## config.mk

```make
export PLATFORM = sky130hd
export DESIGN_NAME = led_matrix_scroll_scanner
export DESIGN_NICKNAME = d
export VERILOG_FILES = /design/src/hdl/lmss_pkg.sv /design/src/hdl/lmss_column_store.sv /design/src/hdl/led_matrix_scroll_scanner.sv
export SDC_FILE = /design/constraint.sdc
export NUM_CORES = 1
export LEC_CHECK = 0
export BUFFER_PORTS_ARGS = -buffer_cell sky130_fd_sc_hd__buf_2
export CAP_MARGIN = 25
export CELL_PAD_IN_SITES_DETAIL_PLACEMENT = 2
export CELL_PAD_IN_SITES_GLOBAL_PLACEMENT = 2
export CORE_UTILIZATION = 53
export CTS_BUF_LIST = sky130_fd_sc_hd__clkbuf_16
export DETAILED_ROUTE_END_ITERATION = 7
export PLACE_DENSITY_LB_ADDON = 0.3
export SLEW_MARGIN = 15
export SYNTH_ARGS = -nofsm -noshare
export SYNTH_HDL_FRONTEND = slang
export SYNTH_SLANG_ARGS = --single-unit
```

## constraint.sdc

```tcl
create_clock -name clk -period 7 [get_ports clk]
set_clock_uncertainty 0.2 [all_clocks]
set_input_delay 0.35 -clock clk [delete_from_list [all_inputs] [get_ports clk]]
set_output_delay 0.35 -clock clk [all_outputs]
set_load 0.1 [all_outputs]
```

## src/hdl/lmss_pkg.sv

```systemverilog
`timescale 1ns / 1ps

package lmss_pkg;

  // Column store geometry; the depth is a power of two so the scan index
  // wraps by truncation.
  localparam int PATTERN_DEPTH = 128;
  localparam int ADDR_W        = $clog2(PATTERN_DEPTH);
  localparam int CMP_W         = ADDR_W + 8;

  // Field and register widths
  localparam int LINE_W  = 3;
  localparam int DIV_W   = 8;
  localparam int SCROLL_W = 7;
  localparam int MODE_W  = 4;
  localparam int IN_ADDR_W = 7;

  // Command codes
  localparam logic CMD_TICK  = 1'b0;
  localparam logic CMD_WRITE = 1'b1;

  // Configuration register indexes
  localparam logic REG_SPEED_DIVIDER = 1'b0;
  localparam logic REG_SCROLL_LAST   = 1'b1;

  // Reset values of the configuration registers
  localparam logic [DIV_W-1:0]    SPEED_DIVIDER_RESET = 8'd50;
  localparam logic [SCROLL_W-1:0] SCROLL_LAST_RESET   = 7'd79;

  // Color modes, named by (row_drive, second_drive)
  localparam logic [MODE_W-1:0] MODE_D_FF   = 4'd0;
  localparam logic [MODE_W-1:0] MODE_FF_D   = 4'd1;
  localparam logic [MODE_W-1:0] MODE_D_D    = 4'd2;
  localparam logic [MODE_W-1:0] MODE_ND_FF  = 4'd3;
  localparam logic [MODE_W-1:0] MODE_00_D   = 4'd4;
  localparam logic [MODE_W-1:0] MODE_ND_D   = 4'd5;
  localparam logic [MODE_W-1:0] MODE_00_ND  = 4'd6;
  localparam logic [MODE_W-1:0] MODE_ND_ND  = 4'd7;
  localparam logic [MODE_W-1:0] MODE_ND_00  = 4'd8;
  localparam logic [MODE_W-1:0] MODE_D_ND   = 4'd9;
  localparam logic [MODE_W-1:0] MODE_D_00   = 4'd10;
  localparam logic [MODE_W-1:0] MODE_FF_ND  = 4'd11;
  localparam logic [MODE_W-1:0] MODE_LAST   = MODE_FF_ND;

  // Reverse the bit order of a byte
  function automatic logic [7:0] flip_bits(input logic [7:0] v);
    logic [7:0] r;
    for (int k = 0; k < 8; k++) begin
      r[7-k] = v[k];
    end
    return r;
  endfunction

endpackage

```

## src/hdl/lmss_column_store.sv

```systemverilog
`timescale 1ns / 1ps

module lmss_column_store (
  input  logic                        clk,
  input  logic                        rst,
  input  logic                        write_en,
  input  logic [lmss_pkg::ADDR_W-1:0] write_addr,
  input  logic [7:0]                  write_data,
  input  logic                        read_en,
  input  logic [lmss_pkg::ADDR_W-1:0] read_addr,
  output logic [7:0]                  read_data
);
  import lmss_pkg::*;

  logic [7:0]               mem [PATTERN_DEPTH];
  logic [PATTERN_DEPTH-1:0] valid;
  logic [7:0]               data_q;
  logic                     hit_q;

  // Write the pattern memory
  always_ff @(posedge clk) begin
    if (write_en) begin
      mem[write_addr] <= write_data;
    end
  end

  // Track written entries; an unwritten entry reads as zero
  always_ff @(posedge clk) begin
    if (rst) begin
      valid <= '0;
    end else if (write_en) begin
      valid[write_addr] <= 1'b1;
    end
  end

  // Register the read port
  always_ff @(posedge clk) begin
    if (read_en) begin
      data_q <= mem[read_addr];
      hit_q  <= valid[read_addr];
    end
  end

  assign read_data = hit_q ? data_q : 8'h00;

endmodule

```

## src/hdl/led_matrix_scroll_scanner.sv

```systemverilog
`timescale 1ns / 1ps

// Scan engine for an 8x8 two-color LED matrix that scrolls a message held in
// a column pattern store (lmss_pkg::PATTERN_DEPTH bytes, reads as zero after
// reset). A write transaction (command 1) stores one column byte and gives no
// result; a tick transaction (command 0) gives one scan line: the row drives
// for the current color mode, the active-low line select and the mode. The
// block takes one transaction per cycle while in_stall is low; a tick result
// passes through the registered store read and then the output register. A
// write is visible to a tick accepted in the next cycle.
// Configuration registers: index 0 speed_divider, index 1 scroll_last.
module led_matrix_scroll_scanner (
  input  logic                          clk,
  input  logic                          rst,
  // configuration port
  input  logic                          cfg_write_enable,
  input  logic                          cfg_index,
  input  logic [7:0]                    cfg_data,
  // input channel
  input  logic                          in_valid,
  output logic                          in_stall,
  input  logic                          command,
  input  logic [lmss_pkg::IN_ADDR_W-1:0] address,
  input  logic [7:0]                    pattern_byte,
  // output channel
  output logic                          out_valid,
  input  logic                          out_stall,
  output logic [7:0]                    row_drive,
  output logic [7:0]                    second_drive,
  output logic [7:0]                    scan_select,
  output logic [lmss_pkg::MODE_W-1:0]   color_mode
);
  import lmss_pkg::*;

  logic [DIV_W-1:0]    speed_divider;
  logic [SCROLL_W-1:0] scroll_last;

  logic [LINE_W-1:0]   scan_line;
  logic [DIV_W-1:0]    divider_count;
  logic [SCROLL_W-1:0] scroll_offset;
  logic [MODE_W-1:0]   mode_index;

  logic                s1_valid;
  logic [LINE_W-1:0]   s1_line;
  logic [MODE_W-1:0]   s1_mode;
  logic [7:0]          s1_column;

  logic                accept;
  logic                tick;
  logic                s1_move;
  logic                write_en;
  logic [ADDR_W-1:0]   write_addr;
  logic [ADDR_W-1:0]   read_addr;
  logic [CMP_W-1:0]    index_sum;

  logic [LINE_W-1:0]   scan_line_next;
  logic [DIV_W-1:0]    divider_count_next;
  logic [SCROLL_W-1:0] scroll_offset_next;
  logic [MODE_W-1:0]   mode_index_next;

  logic [7:0]          d;
  logic [7:0]          nd;
  logic [7:0]          row_next;
  logic [7:0]          second_next;

  // Handshake: the line stage moves when the output register is free
  assign s1_move  = s1_valid && (!out_valid || !out_stall);
  assign in_stall = s1_valid && !s1_move;
  assign accept   = in_valid && !in_stall;
  assign tick     = accept && (command == CMD_TICK);

  // Write the configuration registers
  always_ff @(posedge clk) begin
    if (rst) begin
      speed_divider <= SPEED_DIVIDER_RESET;
      scroll_last   <= SCROLL_LAST_RESET;
    end else if (cfg_write_enable) begin
      unique case (cfg_index)
        REG_SPEED_DIVIDER: speed_divider <= cfg_data;
        REG_SCROLL_LAST:   scroll_last   <= cfg_data[SCROLL_W-1:0];
        default:           ;
      endcase
    end
  end

  // Drop writes beyond the store; wrap the scan index around the store
  assign write_en   = accept && (command == CMD_WRITE) &&
                      (CMP_W'(address) < CMP_W'(PATTERN_DEPTH));
  assign write_addr = ADDR_W'(address);
  assign index_sum  = CMP_W'(scan_line) + CMP_W'(scroll_offset);
  assign read_addr  = index_sum[ADDR_W-1:0];

  lmss_column_store u_store (
    .clk        (clk),
    .rst        (rst),
    .write_en   (write_en),
    .write_addr (write_addr),
    .write_data (pattern_byte),
    .read_en    (tick),
    .read_addr  (read_addr),
    .read_data  (s1_column)
  );

  // Advance line, divider, scroll and mode for one tick
  always_comb begin
    scan_line_next     = scan_line + LINE_W'(1);
    divider_count_next = divider_count;
    scroll_offset_next = scroll_offset;
    mode_index_next    = mode_index;
    if (divider_count >= speed_divider) begin
      divider_count_next = '0;
      if (scroll_offset >= scroll_last) begin
        scroll_offset_next = '0;
        if (mode_index >= MODE_LAST) begin
          mode_index_next = '0;
        end else begin
          mode_index_next = mode_index + MODE_W'(1);
        end
      end else begin
        scroll_offset_next = scroll_offset + SCROLL_W'(1);
      end
    end else begin
      divider_count_next = divider_count + DIV_W'(1);
    end
  end

  always_ff @(posedge clk) begin
    if (rst) begin
      scan_line     <= '0;
      divider_count <= '0;
      scroll_offset <= '0;
      mode_index    <= '0;
    end else if (tick) begin
      scan_line     <= scan_line_next;
      divider_count <= divider_count_next;
      scroll_offset <= scroll_offset_next;
      mode_index    <= mode_index_next;
    end
  end

  // Hold the line and mode alongside the store read
  always_ff @(posedge clk) begin
    if (rst) begin
      s1_valid <= 1'b0;
    end else if (accept || s1_move) begin
      s1_valid <= tick;
    end
  end

  always_ff @(posedge clk) begin
    if (tick) begin
      s1_line <= scan_line;
      s1_mode <= mode_index;
    end
  end

  // Map the column onto the two row drives
  assign d  = flip_bits(~s1_column);
  assign nd = ~d;

  always_comb begin
    case (s1_mode)
      MODE_D_FF:  begin row_next = d;     second_next = 8'hff; end
      MODE_FF_D:  begin row_next = 8'hff; second_next = d;     end
      MODE_D_D:   begin row_next = d;     second_next = d;     end
      MODE_ND_FF: begin row_next = nd;    second_next = 8'hff; end
      MODE_00_D:  begin row_next = 8'h00; second_next = d;     end
      MODE_ND_D:  begin row_next = nd;    second_next = d;     end
      MODE_00_ND: begin row_next = 8'h00; second_next = nd;    end
      MODE_ND_ND: begin row_next = nd;    second_next = nd;    end
      MODE_ND_00: begin row_next = nd;    second_next = 8'h00; end
      MODE_D_ND:  begin row_next = d;     second_next = nd;    end
      MODE_D_00:  begin row_next = d;     second_next = 8'h00; end
      MODE_FF_ND: begin row_next = 8'hff; second_next = nd;    end
      default:    begin row_next = 8'hff; second_next = 8'hff; end
    endcase
  end

  // Load the output register; clear valid once the result is taken
  always_ff @(posedge clk) begin
    if (rst) begin
      out_valid <= 1'b0;
    end else if (s1_move) begin
      out_valid <= 1'b1;
    end else if (!out_stall) begin
      out_valid <= 1'b0;
    end
  end

  always_ff @(posedge clk) begin
    if (s1_move) begin
      row_drive    <= row_next;
      second_drive <= second_next;
      scan_select  <= ~(8'h01 << s1_line);
      color_mode   <= s1_mode;
    end
  end

endmodule
```

After elaboration in Yosys (flattened, before gate mapping)
Memories as Yosys holds them, arrays and structs flattened. A register that Yosys moved wholly into a read port is not among the register bits.
Index checks and enable logic that the tools add are counted.
W data, S select, Z words.
- $lt $le $gt $ge: 6
- multiply operators: 0
- shifts and indexed selects: 1
- divide/modulo/power cells: 0
- $add $sub $neg: 5
- bitwise operators: 6
- eq/ne operators: 12
- mux-type cells: 14
- reductions and logical operators: 23
- operator list (kind ; count):
    $or A128 B128 Y128 ; 1
    $pmux W8 S3 ; 2
    $not A8 Y8 ; 3
    $eq A4 B3 Y1 const B ; 4
    $eq A4 B4 Y1 const B ; 4
    $lt A7 B8 Y1 const B ; 2
    $mux W8 ; 2
    $reduce_or A4 Y1 ; 4
    $add A8 B1 Y8 const B ; 1
    $eq A4 B2 Y1 const B ; 2
    $ge A8 B8 Y1 ; 1
    $shl A1 B3 Y8 const A ; 1
    $add A3 B7 Y7 ; 1
    $add A7 B1 Y7 const B ; 1
    $bmux W1 S7 ; 1
    $demux W1 S7 ; 1
    $ge A7 B1 Y1 const B ; 1
    $ge A7 B7 Y1 ; 1
    $mux W7 ; 1
    $logic_and A1 B1 Y1 ; 6
    $mux W1 ; 6
    $reduce_and A2 Y1 ; 3
    $add A4 B1 Y4 const B ; 1
    $eq A4 B1 Y1 const B ; 1
    other kinds (10) ; 16
- memory bits (writable): 1024
- output and inout port bits: 30
- register bits after elaboration: 203
- bits in read-only memories: 0
- memories kept: 1
- bits in latches: 0
- memories (name ; depth ; bits a word ; read ports ; clocked after memory_dff ; wr ports ; line ; text):
    u_store.mem ; 128 ; 8 ; 1 ; 1 ; 1 ; lmss_column_store.sv:15 ; logic [7:0] mem [PATTERN_DEPTH];

Logic depth before layout (Yosys ltp)
- word-level depth: 10
- gate-level depth with buffers: 12

Hierarchy
From an unflattened synthesis, not the netlist that was laid out.
- cells, all modules: 2520
- area, all modules: 48487.8 um^2
- by module, submodules not included (module ; cells each ; seq. area each (um^2) ; area an instance (um^2) ; instances):
    lmss_column_store ; 2118 ; 33582.2 ; 44639.1 ; 1
    led_matrix_scroll_scanner ; 402 ; 1831.8 ; 3848.7 ; 1

Worst setup path before layout
No wires, ideal clock.
- path kind: register -> register
- start: register out_valid
- end: register color_mode[0] (netlist bit), enable pin
- cell stages (with the launch flop): 2
- setup slack: 3.462 ns
- arrival time: 2.882 ns
- required time: 6.344 ns
- path through: dfxtp_1 a21boi_0
- longest elaborated chain between the ends: 3
- RTL lines (element ; line ; text):
    start: declaration ; led_matrix_scroll_scanner.sv:26 ; output logic out_valid,
    start signal: assignment ; led_matrix_scroll_scanner.sv:182 ; out_valid <= 1'b0;
    start signal: assignment ; led_matrix_scroll_scanner.sv:184 ; out_valid <= 1'b1;
    start signal: assignment ; led_matrix_scroll_scanner.sv:186 ; out_valid <= 1'b0;
    $logic_not A1 Y1 ; led_matrix_scroll_scanner.sv:67 ; assign s1_move = s1_valid && (!out_valid || !out_stall);
    $logic_or A1 B1 Y1 ; led_matrix_scroll_scanner.sv:67 ;
    $logic_and A1 B1 Y1 ; led_matrix_scroll_scanner.sv:67 ;
    named net s1_move ; led_matrix_scroll_scanner.sv:50 ; logic s1_move;
    end signal: assignment ; led_matrix_scroll_scanner.sv:195 ; color_mode <= s1_mode;
    end: declaration ; led_matrix_scroll_scanner.sv:31 ; output logic [lmss_pkg::MODE_W-1:0] color_mode
The timed path passes the listed nets, and every way through them passes these cells.
A chain may end at the register's enable or synchronous reset.

Worst setup path after layout
- start: register scroll_offset[0]
- end: register u_store.data_q[3] (read register of u_store.mem) (data pin)
- longest elaborated chain between the ends: 1
- RTL lines (element ; line ; text):
    start: declaration ; led_matrix_scroll_scanner.sv:40 ; logic [SCROLL_W-1:0] scroll_offset;
    start signal: assignment ; led_matrix_scroll_scanner.sv:136 ; scroll_offset <= scroll_offset_next;
    $add A3 B7 Y7 ; led_matrix_scroll_scanner.sv:90 ; assign index_sum = CMP_W'(scan_line) + CMP_W'(scroll_offset);
    end: declaration ; lmss_column_store.sv:17 ; logic [7:0] data_q;
No other way between the ends.

==> metrics.yaml <==
syn-num-nets: 2583
syn_area_per_cell_sq_um: 19.18
critPathKind: "flip-flop to flip-flop"
path_clk_slew_ps: 70
irDropWorstVdd_v: 0.0002040
crit_path_start: "scroll_offset[0]"
whs_path_depth: 3
fmax_mhz: 175.7
place_ws_ps: 1850
clock-sinks: 1235
synth_top_area_frac: 0.6609
setup_viol: 0
clkPwrFrac: 0.453
report.final.hold_viol_count: 0
maxCapViolCount: 0
crit_required_ps: 7230
met1_length_mm: 70.48
die_w_microns: 304.6
synth_seq_area_share: 0.7298
async_flop_share: 0
fillers: 7088
wl_met3_mm: 22.32
cp_slowest_cell: "fa_4"
wl_met2_mm: 94.79
seq_area_sq_mm: 0.03541
r2r-start: "scroll_offset[0]"
synthesis.instances: 2530
cts_made_buffers: 134
fp.coreArea_sq_mm: 0.09029
clock_path_buffers: 3
cts-htree-levels: 4
powerDensity_mw_per_mm2: 296.2
topRoutingLayerUsed: "met5"
placementRows: 110
synth_edf_count: 1068
drt_first_pass_iters: 6
final_util: 0.6093
post_cts_buffers: 0
internal-power_mw: 12.12
tightest_slew_ps: 1264
cts-root-buf: "clkbuf_16"
p_sw_mw: 4.173
antenna_found_initial: 7
finalNetCount: 2761
crit_fanout: 42
worstHoldPathType: "input port to flip-flop"
area_delta_synth_final_pct: 13.37
combPwrFrac: 0.053
setup-tns-final_ps: 0
mostFrequentLayoutCells: "edfxtp_1 (1068), mux4_2 (288), dfxtp_1 (167), nor2_1 (152), mux2i_1 (144)"
synth_ff_type: "edfxtp_1"
multi_input_area_sq_mm: 0.01239
r2r_setup_slack_ps: 1310
num_vias: 30520
cp_common_cell: "o22ai_1"
cts_tree: "yes"
cp_top_family: "compound AO/OA/AOI/OAI gates"
outcome: "finished, final reports clean"
path_cells: "ha_4, inv_1, fa_4, buf_4, mux4_2, mux2i_1, o22ai_1, o22ai_1, o21ai_1"
grt_pass1_vias: 30180
critPathMaxStageDelay_ps: 1330
drc: 0
worstSetupEndpoint: "u_store.data_q[3]"
wl_per_cell_microns: 50.76
yosys_warnings: 0
power.share.sequential: 0.494
grt_overflow: 0
slew_headroom: 0.1542
min_from: "in_valid"
initial_core_util: 0.5374
worstSetupStartpointType: "flip-flop"
worst_r2r_path_depth: 9
fp.dieH_microns: 304.6
final_max_slew_viol_count: 0
synth_largest_area_cell: "edfxtp_1"
min_period_ps: 5693
layout_commonest_cell: "edfxtp_1"
cp.depth: 9
finalCritPeriodShare: 0.8133
vias_per_cell: 7.649
synthTopCellsByArea: "edfxtp_1 (66%), mux4_2 (13%), dfxtp_1 (6.9%)"
ant_nets: 0
drt-total-wl_mm: 202.5
routabilityCongestion: 0.8144
synth-seq-cells: 1235
port_buffers: 59
r2r-end: "u_store.data_q[3]"
critPathBufInv: 2
drive_gt1_frac: 0.2289
endpoint_kind: "flip-flop"
worst_slack_ps: 1307
hpwlAfterDp_mm: 96.09
grt_max_degree: 93
grt.total_usage: 0.4139
p_leak_nw: 18.86
grt_first_pass_wirelength_mm: 263.6
grt_setup_unrepaired: "false"
clk_latency_ps: 780
cp.arrival_ps: 5920
sw_frac_of_total: 0.2561
drt_iter0_markers: 5031
pin_count: 60
syn-cell-area_sq_mm: 0.04852
dieArea_sq_mm: 0.09277
synth_cell_types: 61
-- stage by stage --
stage | std cells | area [sq um] | total power, mW | hold slack (ps)
after floorplan | 2530 | 48520 | 8.642 | 224.4
after global placement | 3661 | 50060 | 8.900 | 240.6
after detailed placement | 3665 | 50140 | 8.968 | 252.9
after CTS | 3933 | 54480 | 15.82 | 17.06
after global routing | 3989 | 55010 | 16.46 | 26.65
final | 3990 | 55010 | 16.30 | 70.32
-- synthesized netlist by cell type (5+ instances only) --
cell type  instances
edfxtp_1        1068
mux4_2           288
dfxtp_1          167
nor2_1           165
mux2i_1          144
o21a_1           129
clkbuf_1          64
nand2_1           61
o221ai_1          45
o22ai_1           45
a21oi_1           38
buf_2             38
nand3_1           30
inv_1             25
ha_1              22
xnor2_1           16
xor2_1            16
buf_1             15
buf_6             13
o21ai_1           12
o22a_1            12
a21o_1             9
and3_1             9
buf_4              9
nand2b_1           9
a32oi_1            8
nand3b_1           6
a31oi_1            5
nor2b_1            5
-- logic make-up after synthesis --
group	count (synthesis)	share of synthesized area
AOI/OAI and AO/OA	324	0.04837
DFF	1235	0.7298
adders and majority gates	23	0.006085
muxes	432	0.1634
xor gates and xnor gates	36	0.007117
and+or+nand+nor	312	0.02842
buffers and inverters	168	0.01679
-- worst min-delay path by stage --
stage	end	slack [ps]
after floorplan	color_mode[0]	220
after global placement	u_store.valid[0]	240
after detailed placement	u_store.valid[88]	250
after CTS	u_store.mem[38][1]	20
after global routing	u_store.mem[37][1]	30
final	s1_valid	70
-- layout make-up --
class	instances	area share
Sequential cell	1235	0.6438
Multi-Input combinational cell	1127	0.2252
Clock buffer	143	0.06505
Timing Repair Buffer	183	0.02829
Tap cell	1176	0.02675
Clock inverter	98	0.009030
Inverter	27	0.001888
Antenna cell	1	0.00004549
-- registers in the layout, summed over array words and instances (netlist names), 3 cells and up --
| register | cells |
|---|---|
| u_store.mem | 1024 |
| u_store.valid | 128 |
| divider_count | 8 |
| row_drive | 8 |
| scan_select | 8 |
| second_drive | 8 |
| speed_divider | 8 |
| u_store.data_q | 8 |
| scroll_last | 7 |
| scroll_offset | 7 |
| color_mode | 4 |
| mode_index | 4 |
| s1_mode | 4 |
| s1_line | 3 |
| scan_line | 3 |
-- power by group through the flow --
stage / Combinational (mW) / Clock [mW] / Sequential (mW)
floorplan: 0.425 / 0 / 8.22
global placement: 0.705 / 0 / 8.20
detailed placement: 0.766 / 0 / 8.20
CTS: 0.806 / 6.97 / 8.05
global route: 0.875 / 7.54 / 8.04
finish: 0.866 / 7.38 / 8.05
-- routing by layer --
metal | up-vias | GRT usage
li1 | 10650 | -
met1 | 15980 | 0.5441
met2 | 3070 | 0.6666
met3 | 818 | 0.07732
met4 | 6 | 0.2089
met5 | - | 0
-- repair_timing --
item                                    in CTS  in global routing
gates resized for setup                      0                  0
endpoints found under the setup margin       0                  0
hold buffers                                27                  0
hold endpoints to repair                   180                  0
-- tightest hold or removal path, cell delays in order --
cell	delay (ps)
buf_2	130
nand3b_2	330
a21oi_1	150
(Power assumes the default switching activity.)
